**config.mk**
```make
export PLATFORM = sky130hd
export DESIGN_NAME = heading_p_control_framer
export DESIGN_NICKNAME = d
export VERILOG_FILES = /design/src/rtl/core/hpcf_pkg.sv /design/src/rtl/core/heading_p_control_framer.sv
export VERILOG_INCLUDE_DIRS = /design/src /design/src/rtl/core
export SDC_FILE = /design/constraint.sdc
export NUM_CORES = 1
export LEC_CHECK = 0
export BUFFER_PORTS_ARGS = -buffer_cell sky130_fd_sc_hd__buf_2
export CAP_MARGIN = 20
export CELL_PAD_IN_SITES_DETAIL_PLACEMENT = 1
export CELL_PAD_IN_SITES_GLOBAL_PLACEMENT = 1
export CORE_ASPECT_RATIO = 0.5
export CORE_MARGIN = 1.5
export CORE_UTILIZATION = 45
export DETAILED_ROUTE_END_ITERATION = 8
export GPL_TIMING_DRIVEN = 0
export PLACE_DENSITY_LB_ADDON = 0.3
export SLEW_MARGIN = 30
export SYNTH_ARGS = -nofsm -noshare
export SYNTH_HDL_FRONTEND = slang
export SYNTH_SLANG_ARGS = --single-unit
```
**constraint.sdc**
```tcl
create_clock -name clk -period 5.6 [get_ports clk]
set_input_delay 1.12 -clock clk [delete_from_list [all_inputs] [get_ports clk]]
set_output_delay 1.12 -clock clk [all_outputs]
set_load 0.05 [all_outputs]
```
**src/rtl/core/assert_macros.svh**
```systemverilog
// assertion macros for the rtl of the heading framer
`ifndef ASSERT_MACROS_SVH
`define ASSERT_MACROS_SVH

// property checked on every rising clock edge outside reset
`define ASSERT_CLK(label, prop, msg) \
	label: assert property (@(posedge clk) disable iff (!arst_n) (prop)) else $error(msg);

// condition that must never hold outside reset
`define ASSERT_NEVER(label, cond, msg) \
	label: assert property (@(posedge clk) disable iff (!arst_n) !(cond)) else $error(msg);

`endif

```
**src/rtl/core/hpcf_pkg.sv**
```systemverilog
// constants shared by the heading p-control framer
`timescale 1ns / 1ps

package hpcf_pkg;

	// heading wrap
	localparam int HALF_TURN      = 180;
	localparam int FULL_TURN      = 360;
	// bias that moves an angle above the half turn onto a zero base
	localparam int WRAP_HI_BIAS   = HALF_TURN + 1;
	// bias that moves an angle below minus half turn onto a positive base (91 turns)
	localparam int WRAP_LO_BIAS   = HALF_TURN + 91 * FULL_TURN;
	// ceil(2^24 / 360), exact floor quotient for 15-bit dividends
	localparam int RECIP_SHIFT    = 24;
	localparam int RECIP_TURN     = 46604;
	localparam int WRAP_W         = 15;
	localparam int QUOT_W         = 7;

	localparam int SPEED_W        = 8;
	localparam int SPEED_LIMIT    = 255;
	localparam int GAIN_W         = 16;
	localparam int ANGLE_W        = 16;

	// decimal split
	localparam int TEN_RECIP      = 103;
	localparam int TEN_SHIFT      = 10;

	// configuration registers
	localparam int REG_IDX_W      = 1;
	localparam logic [REG_IDX_W-1:0] REG_GAIN = 1'b0;
	localparam logic [15:0] GAIN_RESET = 16'd512;

	// frame layout
	localparam int FRAME_LEN      = 17;
	localparam int BIDX_W         = $clog2(FRAME_LEN);
	localparam logic [BIDX_W-1:0] POS_START  = BIDX_W'(0);
	localparam logic [BIDX_W-1:0] POS_ADDR   = BIDX_W'(1);
	localparam logic [BIDX_W-1:0] POS_RSIGN  = BIDX_W'(2);
	localparam logic [BIDX_W-1:0] POS_R2     = BIDX_W'(4);
	localparam logic [BIDX_W-1:0] POS_R1     = BIDX_W'(6);
	localparam logic [BIDX_W-1:0] POS_R0     = BIDX_W'(8);
	localparam logic [BIDX_W-1:0] POS_LSIGN  = BIDX_W'(10);
	localparam logic [BIDX_W-1:0] POS_L2     = BIDX_W'(12);
	localparam logic [BIDX_W-1:0] POS_L1     = BIDX_W'(14);
	localparam logic [BIDX_W-1:0] POS_L0     = BIDX_W'(16);
	localparam logic [BIDX_W-1:0] POS_LAST   = BIDX_W'(FRAME_LEN - 1);

	// ascii codes
	localparam logic [7:0] CH_HASH  = 8'h23;
	localparam logic [7:0] CH_A     = 8'h41;
	localparam logic [7:0] CH_C     = 8'h43;
	localparam logic [7:0] CH_PLUS  = 8'h2B;
	localparam logic [7:0] CH_MINUS = 8'h2D;
	localparam logic [7:0] CH_ZERO  = 8'h30;

endpackage

```
**src/rtl/core/heading_p_control_framer.sv**
```systemverilog
// heading p-control framer: wrap, gain, saturate and ascii frame serializer
`timescale 1ns / 1ps

// channel   | dir | signals                              | payload
// s_axis    | in  | s_axis_tvalid/tready/tdata[15:0]     | angle_deg (signed degrees)
// m_axis    | out | m_axis_tvalid/tready/tdata[7:0]/tlast | frame_byte, tlast = last_byte
// apb       | in  | psel/penable/pwrite/paddr/pwdata     | gain_q8_8 at address 0
//
// each accepted angle yields one 17-byte frame, one byte per cycle while m_axis
// does not stall; the byte serializer steps through the frame byte by byte
// a transfer passes stages 1 to 6 and the frame register before its first byte
// the six-stage front end keeps accepting angles while a frame is still going out
// reset clears all valid flags and the byte index and loads the gain with 2.0
// a stalled m_axis holds the current byte and the front end fills up behind it

module heading_p_control_framer
	import hpcf_pkg::*;
#(
	parameter int GAIN_FRAC_BITS = 8
) (
	input  logic        clk,
	input  logic        arst_n,
	// slave stream
	input  logic        s_axis_tvalid,
	output logic        s_axis_tready,
	input  logic [15:0] s_axis_tdata,   // [15:0] angle_deg
	// master stream
	output logic        m_axis_tvalid,
	input  logic        m_axis_tready,
	output logic [7:0]  m_axis_tdata,   // [7:0] frame_byte
	output logic        m_axis_tlast,   // last_byte
	// configuration
	input  logic        psel,
	input  logic        penable,
	input  logic        pwrite,
	input  logic [2:0]  paddr,
	input  logic [31:0] pwdata,
	output logic [31:0] prdata,
	output logic        pready
);

	localparam int PROD_W = SPEED_W + GAIN_W;

	// ---------------- configuration ----------------
	logic [GAIN_W-1:0] gain_q;
	logic              cfg_wr;
	logic [REG_IDX_W-1:0] reg_idx;

	assign pready  = 1'b1;
	assign reg_idx = paddr[2];
	assign cfg_wr  = psel && penable && pwrite && pready;

	always_ff @(posedge clk or negedge arst_n) begin
		if (!arst_n) begin
			gain_q <= GAIN_RESET;
		end else if (cfg_wr && reg_idx == REG_GAIN) begin
			gain_q <= pwdata[GAIN_W-1:0];
		end
	end

	always_comb begin
		prdata = '0;
		if (reg_idx == REG_GAIN) begin
			prdata = {{(32-GAIN_W){1'b0}}, gain_q};
		end
	end

	// ---------------- pipeline control ----------------
	logic v_s1, v_s2, v_s3, v_s4, v_s5, v_s6, frm_v_q;
	logic rdy_s1, rdy_s2, rdy_s3, rdy_s4, rdy_s5, rdy_s6, rdy_frm;
	logic byte_xfer, frame_done;
	logic [BIDX_W-1:0] byte_idx_q;

	assign byte_xfer  = m_axis_tvalid && m_axis_tready;
	assign frame_done = byte_xfer && (byte_idx_q == POS_LAST);

	// each stage loads when empty or when its content moves on
	assign rdy_frm = !frm_v_q || frame_done;
	assign rdy_s6  = !v_s6 || rdy_frm;
	assign rdy_s5  = !v_s5 || rdy_s6;
	assign rdy_s4  = !v_s4 || rdy_s5;
	assign rdy_s3  = !v_s3 || rdy_s4;
	assign rdy_s2  = !v_s2 || rdy_s3;
	assign rdy_s1  = !v_s1 || rdy_s2;
	assign s_axis_tready = rdy_s1;

	always_ff @(posedge clk or negedge arst_n) begin
		if (!arst_n) begin
			v_s1    <= 1'b0;
			v_s2    <= 1'b0;
			v_s3    <= 1'b0;
			v_s4    <= 1'b0;
			v_s5    <= 1'b0;
			v_s6    <= 1'b0;
			frm_v_q <= 1'b0;
		end else begin
			if (rdy_s1)  v_s1    <= s_axis_tvalid;
			if (rdy_s2)  v_s2    <= v_s1;
			if (rdy_s3)  v_s3    <= v_s2;
			if (rdy_s4)  v_s4    <= v_s3;
			if (rdy_s5)  v_s5    <= v_s4;
			if (rdy_s6)  v_s6    <= v_s5;
			if (rdy_frm) frm_v_q <= v_s6;
		end
	end

	// ---------------- stage 1: input register ----------------
	logic signed [ANGLE_W-1:0] angle_s1;

	always_ff @(posedge clk) begin
		if (rdy_s1) begin
			angle_s1 <= s_axis_tdata;
		end
	end

	// ---------------- stage 2: classify and rebase ----------------
	// angles outside -180..180 move onto a non-negative base for the mod 360
	logic signed [ANGLE_W:0] angle_x;
	logic signed [ANGLE_W:0] base_x;
	logic                    hi_c, lo_c;
	logic [WRAP_W-1:0]       y_s2;
	logic                    hi_s2, lo_s2;
	logic signed [8:0]       small_s2;

	always_comb begin
		angle_x = {angle_s1[ANGLE_W-1], angle_s1};
		hi_c    = angle_x > (ANGLE_W+1)'(HALF_TURN);
		lo_c    = angle_x < -(ANGLE_W+1)'(HALF_TURN);
		if (hi_c) begin
			base_x = angle_x - (ANGLE_W+1)'(WRAP_HI_BIAS);
		end else begin
			base_x = angle_x + (ANGLE_W+1)'(WRAP_LO_BIAS);
		end
	end

	always_ff @(posedge clk) begin
		if (rdy_s2) begin
			y_s2     <= base_x[WRAP_W-1:0];
			hi_s2    <= hi_c;
			lo_s2    <= lo_c;
			small_s2 <= angle_s1[8:0];
		end
	end

	// ---------------- stage 3: quotient by reciprocal ----------------
	logic [WRAP_W+RECIP_SHIFT-1:0] quot_full;
	logic [QUOT_W-1:0]             q_s3;
	logic [WRAP_W-1:0]             y_s3;
	logic                          hi_s3, lo_s3;
	logic signed [8:0]             small_s3;

	assign quot_full = (WRAP_W+RECIP_SHIFT)'(y_s2) * (WRAP_W+RECIP_SHIFT)'(RECIP_TURN);

	always_ff @(posedge clk) begin
		if (rdy_s3) begin
			q_s3     <= quot_full[RECIP_SHIFT +: QUOT_W];
			y_s3     <= y_s2;
			hi_s3    <= hi_s2;
			lo_s3    <= lo_s2;
			small_s3 <= small_s2;
		end
	end

	// ---------------- stage 4: remainder and wrapped error ----------------
	logic [WRAP_W-1:0]   turns;
	logic [WRAP_W-1:0]   rem_full;
	logic signed [9:0]   err_c;
	logic [SPEED_W-1:0]  abs_s4;
	logic                neg_s4, pos_s4;

	always_comb begin
		turns    = WRAP_W'(q_s3) * WRAP_W'(FULL_TURN);
		rem_full = y_s3 - turns;
		if (hi_s3) begin
			err_c = $signed({1'b0, rem_full[8:0]}) - 10'sd179;
		end else if (lo_s3) begin
			err_c = $signed({1'b0, rem_full[8:0]}) - 10'sd180;
		end else begin
			err_c = {small_s3[8], small_s3};
		end
	end

	always_ff @(posedge clk) begin
		if (rdy_s4) begin
			abs_s4 <= err_c[9] ? SPEED_W'(-err_c) : SPEED_W'(err_c);
			neg_s4 <= err_c[9];
			pos_s4 <= !err_c[9] && (err_c != '0);
		end
	end

	// ---------------- stage 5: gain product ----------------
	logic [PROD_W-1:0] prod_s5;
	logic              neg_s5, pos_s5;

	always_ff @(posedge clk) begin
		if (rdy_s5) begin
			prod_s5 <= PROD_W'(abs_s4) * PROD_W'(gain_q);
			neg_s5  <= neg_s4;
			pos_s5  <= pos_s4;
		end
	end

	// ---------------- stage 6: truncate, saturate, signs ----------------
	logic [PROD_W-1:0]  shifted;
	logic [SPEED_W-1:0] mag_c;
	logic [SPEED_W-1:0] mag_s6;
	logic               rneg_s6, lneg_s6;

	always_comb begin
		shifted = prod_s5 >> GAIN_FRAC_BITS;
		if (|shifted[PROD_W-1:SPEED_W]) begin
			mag_c = SPEED_W'(SPEED_LIMIT);
		end else begin
			mag_c = shifted[SPEED_W-1:0];
		end
	end

	always_ff @(posedge clk) begin
		if (rdy_s6) begin
			mag_s6  <= mag_c;
			rneg_s6 <= neg_s5 && (mag_c != '0);
			lneg_s6 <= pos_s5 && (mag_c != '0);
		end
	end

	// ---------------- frame register: decimal digits ----------------
	logic [1:0]  d2_c;
	logic [6:0]  rem100;
	logic [13:0] tens_full;
	logic [3:0]  d1_c;
	logic [3:0]  d0_c;
	logic [3:0]  d2_q, d1_q, d0_q;
	logic        rneg_q, lneg_q;

	always_comb begin
		if (mag_s6 >= 8'd200) begin
			d2_c = 2'd2;
		end else if (mag_s6 >= 8'd100) begin
			d2_c = 2'd1;
		end else begin
			d2_c = 2'd0;
		end
		rem100    = 7'(mag_s6 - 8'(d2_c) * 8'd100);
		tens_full = 14'(rem100) * 14'(TEN_RECIP);
		d1_c      = tens_full[TEN_SHIFT +: 4];
		d0_c      = 4'(rem100 - 7'(d1_c) * 7'd10);
	end

	always_ff @(posedge clk) begin
		if (rdy_frm) begin
			d2_q   <= {2'b00, d2_c};
			d1_q   <= d1_c;
			d0_q   <= d0_c;
			rneg_q <= rneg_s6;
			lneg_q <= lneg_s6;
		end
	end

	// ---------------- byte serializer ----------------
	always_ff @(posedge clk or negedge arst_n) begin
		if (!arst_n) begin
			byte_idx_q <= '0;
		end else if (frame_done) begin
			byte_idx_q <= '0;
		end else if (byte_xfer) begin
			byte_idx_q <= byte_idx_q + BIDX_W'(1);
		end
	end

	assign m_axis_tvalid = frm_v_q;
	assign m_axis_tlast  = (byte_idx_q == POS_LAST);

	always_comb begin
		unique case (byte_idx_q)
			POS_START:            m_axis_tdata = CH_HASH;
			POS_ADDR:             m_axis_tdata = CH_A;
			POS_RSIGN:            m_axis_tdata = rneg_q ? CH_MINUS : CH_PLUS;
			POS_LSIGN:            m_axis_tdata = lneg_q ? CH_MINUS : CH_PLUS;
			POS_R2, POS_L2:       m_axis_tdata = CH_ZERO + {4'b0000, d2_q};
			POS_R1, POS_L1:       m_axis_tdata = CH_ZERO + {4'b0000, d1_q};
			POS_R0, POS_L0:       m_axis_tdata = CH_ZERO + {4'b0000, d0_q};
			default:              m_axis_tdata = CH_C;
		endcase
	end

	// ---------------- assertions ----------------
	`include "assert_macros.svh"

	`ASSERT_CLK(a_idx_wraps, frame_done |=> (byte_idx_q == POS_START), "byte index not back at start")
	`ASSERT_CLK(a_digits_ok, frm_v_q |-> (d2_q <= 4'd2 && d1_q <= 4'd9 && d0_q <= 4'd9), "bad digit")
	`ASSERT_CLK(a_zero_plus, (frm_v_q && d2_q == '0 && d1_q == '0 && d0_q == '0) |-> (!rneg_q && !lneg_q), "zero speed with minus sign")
	`ASSERT_NEVER(a_sign_excl, frm_v_q && rneg_q && lneg_q, "both wheels negative")
	`ASSERT_CLK(a_stall_idx, (m_axis_tvalid && !m_axis_tready) |=> $stable(byte_idx_q), "byte index moved under stall")

endmodule

```
== Word-level counts from Yosys, hierarchy flattened ==
Index checks and enable logic that the tools add are counted.

* Bits in registers: 155
* Input port bits: 58
* Output and inout port bits: 44
* Word-level logic and storage cells: 109

* Add/subtract/negate cells: 12
* Multipliers: 6
* $lt $le $gt $ge: 4
* Eq/ne operators: 9
* Multiplexer cells: 13
* Bitwise operators: 1
* Reduce and logical (&&, ||, !) cells: 31

{| class="wikitable"
|+ Operators with widths
! kind !! number
|-
| 7-bit one-hot mux with 7 select lines || 1
|-
| 15-bit by 14-bit multiplier with 29-bit output (second input constant) || 1
|-
| 8-bit by 16-bit multiplier with 24-bit output || 1
|-
| 5-bit by 4-bit == test with 1-bit output (second input constant) || 4
|-
| 10-bit two-way mux || 2
|-
| 9-bit by 8-bit subtractor with 10-bit output (second input constant) || 2
|-
| 16-bit by 9-bit greater-than comparator with 1-bit output (second input constant) || 1
|-
| 16-bit by 9-bit less-than comparator with 1-bit output (second input constant) || 1
|-
| 16-bit two-way mux || 1
|-
| 8-bit two-way mux || 2
|-
| 15-bit by 9-bit adder with 15-bit output (second input constant) || 1
|-
| 15-bit two-way mux || 1
|-
| 15-bit by 9-bit subtractor with 15-bit output (second input constant) || 1
|-
| 6-bit by 4-bit adder with 7-bit output (first input constant) || 2
|-
| 7-bit by 7-bit multiplier with 14-bit output (second input constant) || 1
|-
| 5-bit by 3-bit == test with 1-bit output (second input constant) || 2
|-
| 5-bit two-way mux || 2
|-
| 10-bit nonzero test || 1
|-
| 9-bit subtractor || 1
|-
| 8-bit by 7-bit greater-or-equal comparator with 1-bit output (second input constant) || 1
|-
| 8-bit greater-or-equal comparator (second input constant) || 1
|-
| 1-bit logical AND || 8
|-
| 1-bit zero test || 8
|-
| 8-bit negator || 1
|-
| other kinds (20) || 29
|}

== Longest topological paths before layout ==
* Depth in word-level cells: 9
* Mapped depth: 25
* Gate-level depth less buffers: 25

== Least setup slack after synthesis ==
Ideal clock, no wire load.

* Path type: register -> register
* From: reg mag_s6[4]
* To: reg d0_q[3] (data pin)
* Setup time: 0.262 ns
* Arrival: 5.908 ns
* Required time: 5.338 ns
* Path slack: -0.569 ns
* Stages on the path, launching flop included: 23
* Path buffers: 0
* Period minus slack after synthesis: 6.169 ns
* Cell sequence: edfxtp_1 > o311ai_0 > and2_1 > nor2_1 > ha_1 > o31ai_1 > nand2b_1 > xor2_1 > ha_1 > inv_1 > fa_1 > inv_1 > fa_1 > ha_1 > ha_1 > a2111oi_0 > a32oi_1 > xor2_1 > ha_1 > fa_1 > xor2_1 > xnor3_1 > xnor2_1

* Word-level cells in the longest chain between the ends: 8
* Elaborated cells between the ends (all ways): 9
* Classes of those cells: add/sub (2); mul (3); order compare (2); mux (2)

{| class="wikitable"
|+ RTL lines
! what !! line !! text
|-
| start, declared || heading_p_control_framer.sv:206 || <nowiki>logic [SPEED_W-1:0] mag_s6;</nowiki>
|-
| start signal, assigned || heading_p_control_framer.sv:220 || <nowiki>mag_s6 <= mag_c;</nowiki>
|-
| 8-bit by 7-bit greater-or-equal comparator with 1-bit output || heading_p_control_framer.sv:238 || <nowiki>end else if (mag_s6 >= 8'd100) begin</nowiki>
|-
| 1-bit two-way mux || heading_p_control_framer.sv:238 ||
|-
| 2-bit two-way mux || heading_p_control_framer.sv:236 || <nowiki>if (mag_s6 >= 8'd200) begin</nowiki>
|-
| 2-bit by 5-bit multiplier with 5-bit output || heading_p_control_framer.sv:243 || <nowiki>rem100 = 7'(mag_s6 - 8'(d2_c) * 8'd100);</nowiki>
|-
| 7-bit subtractor (*) || heading_p_control_framer.sv:243 ||
|-
| 7-bit by 7-bit multiplier with 14-bit output (*) || heading_p_control_framer.sv:244 || <nowiki>tens_full = 14'(rem100) * 14'(TEN_RECIP);</nowiki>
|-
| named net tens_full[10] || heading_p_control_framer.sv:229 || <nowiki>logic [13:0] tens_full;</nowiki>
|-
| 4-bit by 3-bit multiplier with 3-bit output (*) || heading_p_control_framer.sv:246 || <nowiki>d0_c = 4'(rem100 - 7'(d1_c) * 7'd10);</nowiki>
|-
| 4-bit subtractor (*) || heading_p_control_framer.sv:246 ||
|-
| named net d0_c[3] || heading_p_control_framer.sv:231 || <nowiki>logic [3:0] d0_c;</nowiki>
|-
| end signal, assigned || heading_p_control_framer.sv:253 || <nowiki>d0_q <= d0_c;</nowiki>
|-
| end, declared || heading_p_control_framer.sv:232 || <nowiki>logic [3:0] d2_q, d1_q, d0_q;</nowiki>
|}

Mark *: on every way through the listed nets, which the timed path passes. The rest lies on a longest branch.
A chain may end at the register's enable or synchronous reset.

== Worst setup path in the final report ==
* From: reg mag_s6[3]
* To: reg d0_q[3] (data pin)

* Word-level cells in the longest chain between the ends: 8
* Elaborated cells between the ends (all ways): 9
* Classes of those cells: add/sub (2); mul (3); order compare (2); mux (2)

{| class="wikitable"
|+ RTL lines
! what !! line !! text
|-
| 8-bit by 7-bit greater-or-equal comparator with 1-bit output || heading_p_control_framer.sv:238 ||
|-
| 1-bit two-way mux || heading_p_control_framer.sv:238 ||
|-
| 2-bit two-way mux (*) || heading_p_control_framer.sv:236 ||
|-
| named net d2_c[0] || heading_p_control_framer.sv:227 || <nowiki>logic [1:0] d2_c;</nowiki>
|-
| 2-bit by 5-bit multiplier with 5-bit output (*) || heading_p_control_framer.sv:243 ||
|-
| 7-bit subtractor (*) || heading_p_control_framer.sv:243 ||
|-
| 7-bit by 7-bit multiplier with 14-bit output (*) || heading_p_control_framer.sv:244 ||
|-
| named net tens_full[10] || heading_p_control_framer.sv:229 ||
|-
| 4-bit by 3-bit multiplier with 3-bit output (*) || heading_p_control_framer.sv:246 ||
|-
| 4-bit subtractor (*) || heading_p_control_framer.sv:246 ||
|-
| named net d0_c[3] || heading_p_control_framer.sv:231 ||
|}

Marks and branches as above.

==> results.md <==
* Critical Path RT at 5.79 ns
* WS Path Type: flip-flop to flip-flop
* Clk root buf: clkbuf_16
* Area of the multi-input gates at 0.00959 sq mm
* Share of cells above drive strength 1 at 14.8%
* Slowest CP cell: fa_1
* Asr flop ratio synth at 19.2%
* Standard-cell rows at 46
* Fin Setup TNS at -0.551 ns
* Die area at 0.0340 sq mm
* Vias in the first global route at 11400
* Synthesized area per cell at 10.5 sq um
* Register area share after synthesis at 28.7%
* Routed Wire Length at 34500 microns
* Syn Std Cell Area at 0.0148 sq mm
* # fillers at 3545
* Setup ws final at -0.473 ns
* FMAX at 0.165 GHz
* DRT antenna net count at 0
* Wire length per cell at 17.4 microns
* CP Capture Type: flip-flop
* Largest net degree at the start of global routing at 29
* RSZ-0062 raised after global routing: true
* Setup violations, final at 2
* Antenna diode count at 0
* DP Wirelength at 27300 microns
* Outcome: finished with violations
* Number of vias per cell at 5.14
* PwrDens at 349 mW/mm^2
* Fin crit share at 108%
* Total number of vias at 10200
* Critical path buffers and inverters at 5
* Fin crit period at 6.07 ns
* Largest delay share family, worst path: adder cells
* Slew @ Worst Pin at 0.893 ns
* Worst setup startpoint: mag_s6[3]
* Final Skew at 0.0143 ns
* Clk slew on worst S/H paths at 0.07 ns
* CTS sink cnt at 146
* Worst Path Arrival at 6.26 ns
* Die width at 259 microns
* IR drop worst, VDD at 0.284 mV
* Layout Area Growth over Synthesis at 13.6%
* Die Ht at 131 microns
* Synthesized flop and latch total at 146
* CP max stage delay at 0.55 ns
* H-tree levels at 4
* Final Hold Fails at 0
* FF+latch area at 0.00425 sq mm
* RR Startpoint: mag_s6[3]
* Syn. warnings at 0
* I/O pins at 102
* Routability Congestion at 0.873
* Synthesized netlist cell count at 1407
* Post-synth EDFFs at 118
* Synth cell types at 75
* # DRC at 0
* Total Power at 5870 uW
* Remaining Overflow, GRT at 0
* Clock buffer depth at 2
* TritonRoute pass-1 iters at 6
* CP Launch Type: flip-flop
* Hold path start: small_s2[1]
* Pre-CTS setup slack at -0.698 ns
* Drt initial violations at 429
* Commonest non-fill, non-tap cell in the layout: inv_1
* Max-cap violations at 0
* Violated checks: setup timing
* Clk_lat worst skew at 0.45 ns
* Hold WS at 0.420 ns
* First-pass GRT wire length at 56300 microns
* Cell mode on critical path: ha_4
* Initial core utilization at 46.2%
* IO Port Bufs at 65
* Crit Path Max Fanout at 4
* Area of the core at 0.0320 sq mm
* Top_reg_cell synth: edfxtp_1
* Slew headroom at 40.1%
* Worst hold-check path type: flip-flop to flip-flop
* Initial antenna violation count at 0
* Commonest cells after routing, fill and taps aside: inv_1, ha_1, fa_1
* Final #Nets at 1946
* Post-CTS Hold Buffers at 0
* CTS tree: done
* Final Max Tran Viols at 0
* Gr usage total at 20.8%
* Inserted Clock Buffers at 17
* P_leak at 0.00798 uW
cell type report:
cell class	instances	area share [%]
Clock buffer	17	2.53
Sequential cell	146	25.3
Clock inverter	15	0.998
Timing Repair Buffer	94	3.26
Tap cell	432	3.22
Buffer	58	1.93
Inverter	255	5.71
Multi-Input combinational cell	964	57.1
power by group:
| group | leakage, uW | internal (uW) | switching, uW |
|---|---|---|---|
| sequential | 0.00135 | 1360 | 32.1 |
| clock | 0.000291 | 635 | 533 |
| combinational | 0.00634 | 1380 | 1930 |
| total | 0.00798 | 3370 | 2490 |
cell families after synthesis:
group | after synthesis | synth area share [%]
other cells | 2 | 0.0508
xor+xnor | 75 | 4.68
mux | 25 | 1.85
compound gates | 165 | 7.56
simple gates | 328 | 11.5
fa+ha+maj | 353 | 37.0
flops | 146 | 28.7
buf+inv | 313 | 8.63
worst paths after layout:
check / to / slack (ns) / cells after the start
setup / recovery: d0_q[3] / -0.47 / 25
hold / removal: small_s3[1] / 0.42 / 0
max in group asynchronous: v_s5 / 4.30 / 1
setup reg to reg: d0_q[3] / -0.47 / 25
hold reg to reg: small_s3[1] / 0.42 / 0
min in group asynchronous: gain_q[14] / 0.77 / 1
sequential cells by signal, indices dropped and copies added (netlist names), 2 cells and up:
register    cells
d2_q            2
d1_q            4
byte_idx_q      5
q_s3            6
mag_s6          8
gain_q         16
prod_s5        16
small_s2        9
y_s3            9
angle_s1       16
small_s3        9
abs_s4          8
y_s2           15
d0_q            4
what timing repair did:
item | in CTS | in global routing
resized for setup | 12 | 32
endpoints found under the setup margin | 2 | 12
cloned | 0 | 0
buffers inserted | 11 | 18
pin swaps | 7 | 20
synthesized netlist by cell type (all sizes together) (3+ instances only):
cell type  instances  area share [%]
a21oi             38             1.3
and3               4            0.17
inv              255             6.5
a211o              4            0.24
mux2i              6            0.41
o31a               3            0.18
dfrtp             27             4.6
nor2b             29             1.2
clkbuf            33            0.84
nand3b             6            0.30
edfxtp           118              24
o31ai              7            0.45
fa               141              19
and2              69             2.9
nor3              11            0.45
o21ai             34             1.2
nor2              41             1.0
o22ai              6            0.30
or3                5            0.21
nand4              6            0.25
mux2              19             1.4
a31o               4            0.30
a211oi             4            0.20
ha               211              18
o21bai             3            0.15
xor2              26             1.5
nand3             16            0.54
nand2b            12            0.51
buf               25             1.3
a21o              18            0.91
nand2            102             2.6
a31oi             11            0.47
nor3b              4            0.20
or2               13            0.55
o311ai             4            0.24
nor4               5            0.21
o21a               7            0.36
xnor2             47             2.8
worst reg2reg max path, stage by stage, from the launching register on:
cell and delay [ns]:
edfxtp_1 0.44, o31ai_2 0.29, nand2_1 0.11, o21a_1 0.15, inv_2 0.09, ha_4 0.14
inv_4 0.04, maj3_2 0.34, nor2_4 0.17, xnor2_4 0.11, buf_6 0.14, ha_4 0.26
inv_2 0.03, fa_1 0.49, inv_2 0.04, fa_1 0.55, ha_4 0.22, ha_4 0.23
a2111oi_4 0.40, a32oi_4 0.20, xor2_2 0.19, ha_2 0.21, fa_2 0.37, xor2_2 0.17
xnor3_1 0.26, xnor2_1 0.15
metrics by stage:
stage	instances	util (%)	area [sq um]
finish	1981	52.5	16800
global placement	1920	49.3	15800
detailed placement	1920	49.3	15800
CTS	1963	51.7	16500
floorplan	1423	-	14900
global route	1981	52.5	16800
layer usage:
layer | routed length, microns | vias to the layer above | track usage [%] | share of wire (%)
li1 | - | 4852 | - | -
met1 | 14400 | 5183 | 24.4 | 42
met2 | 18700 | 112 | 39.3 | 54
met3 | 859 | 31 | 3.20 | 2.5
met4 | 477 | 0 | 5.59 | 1.4
met5 | 0 | - | 0 | 0
Power figures use the tool's default switching activity.
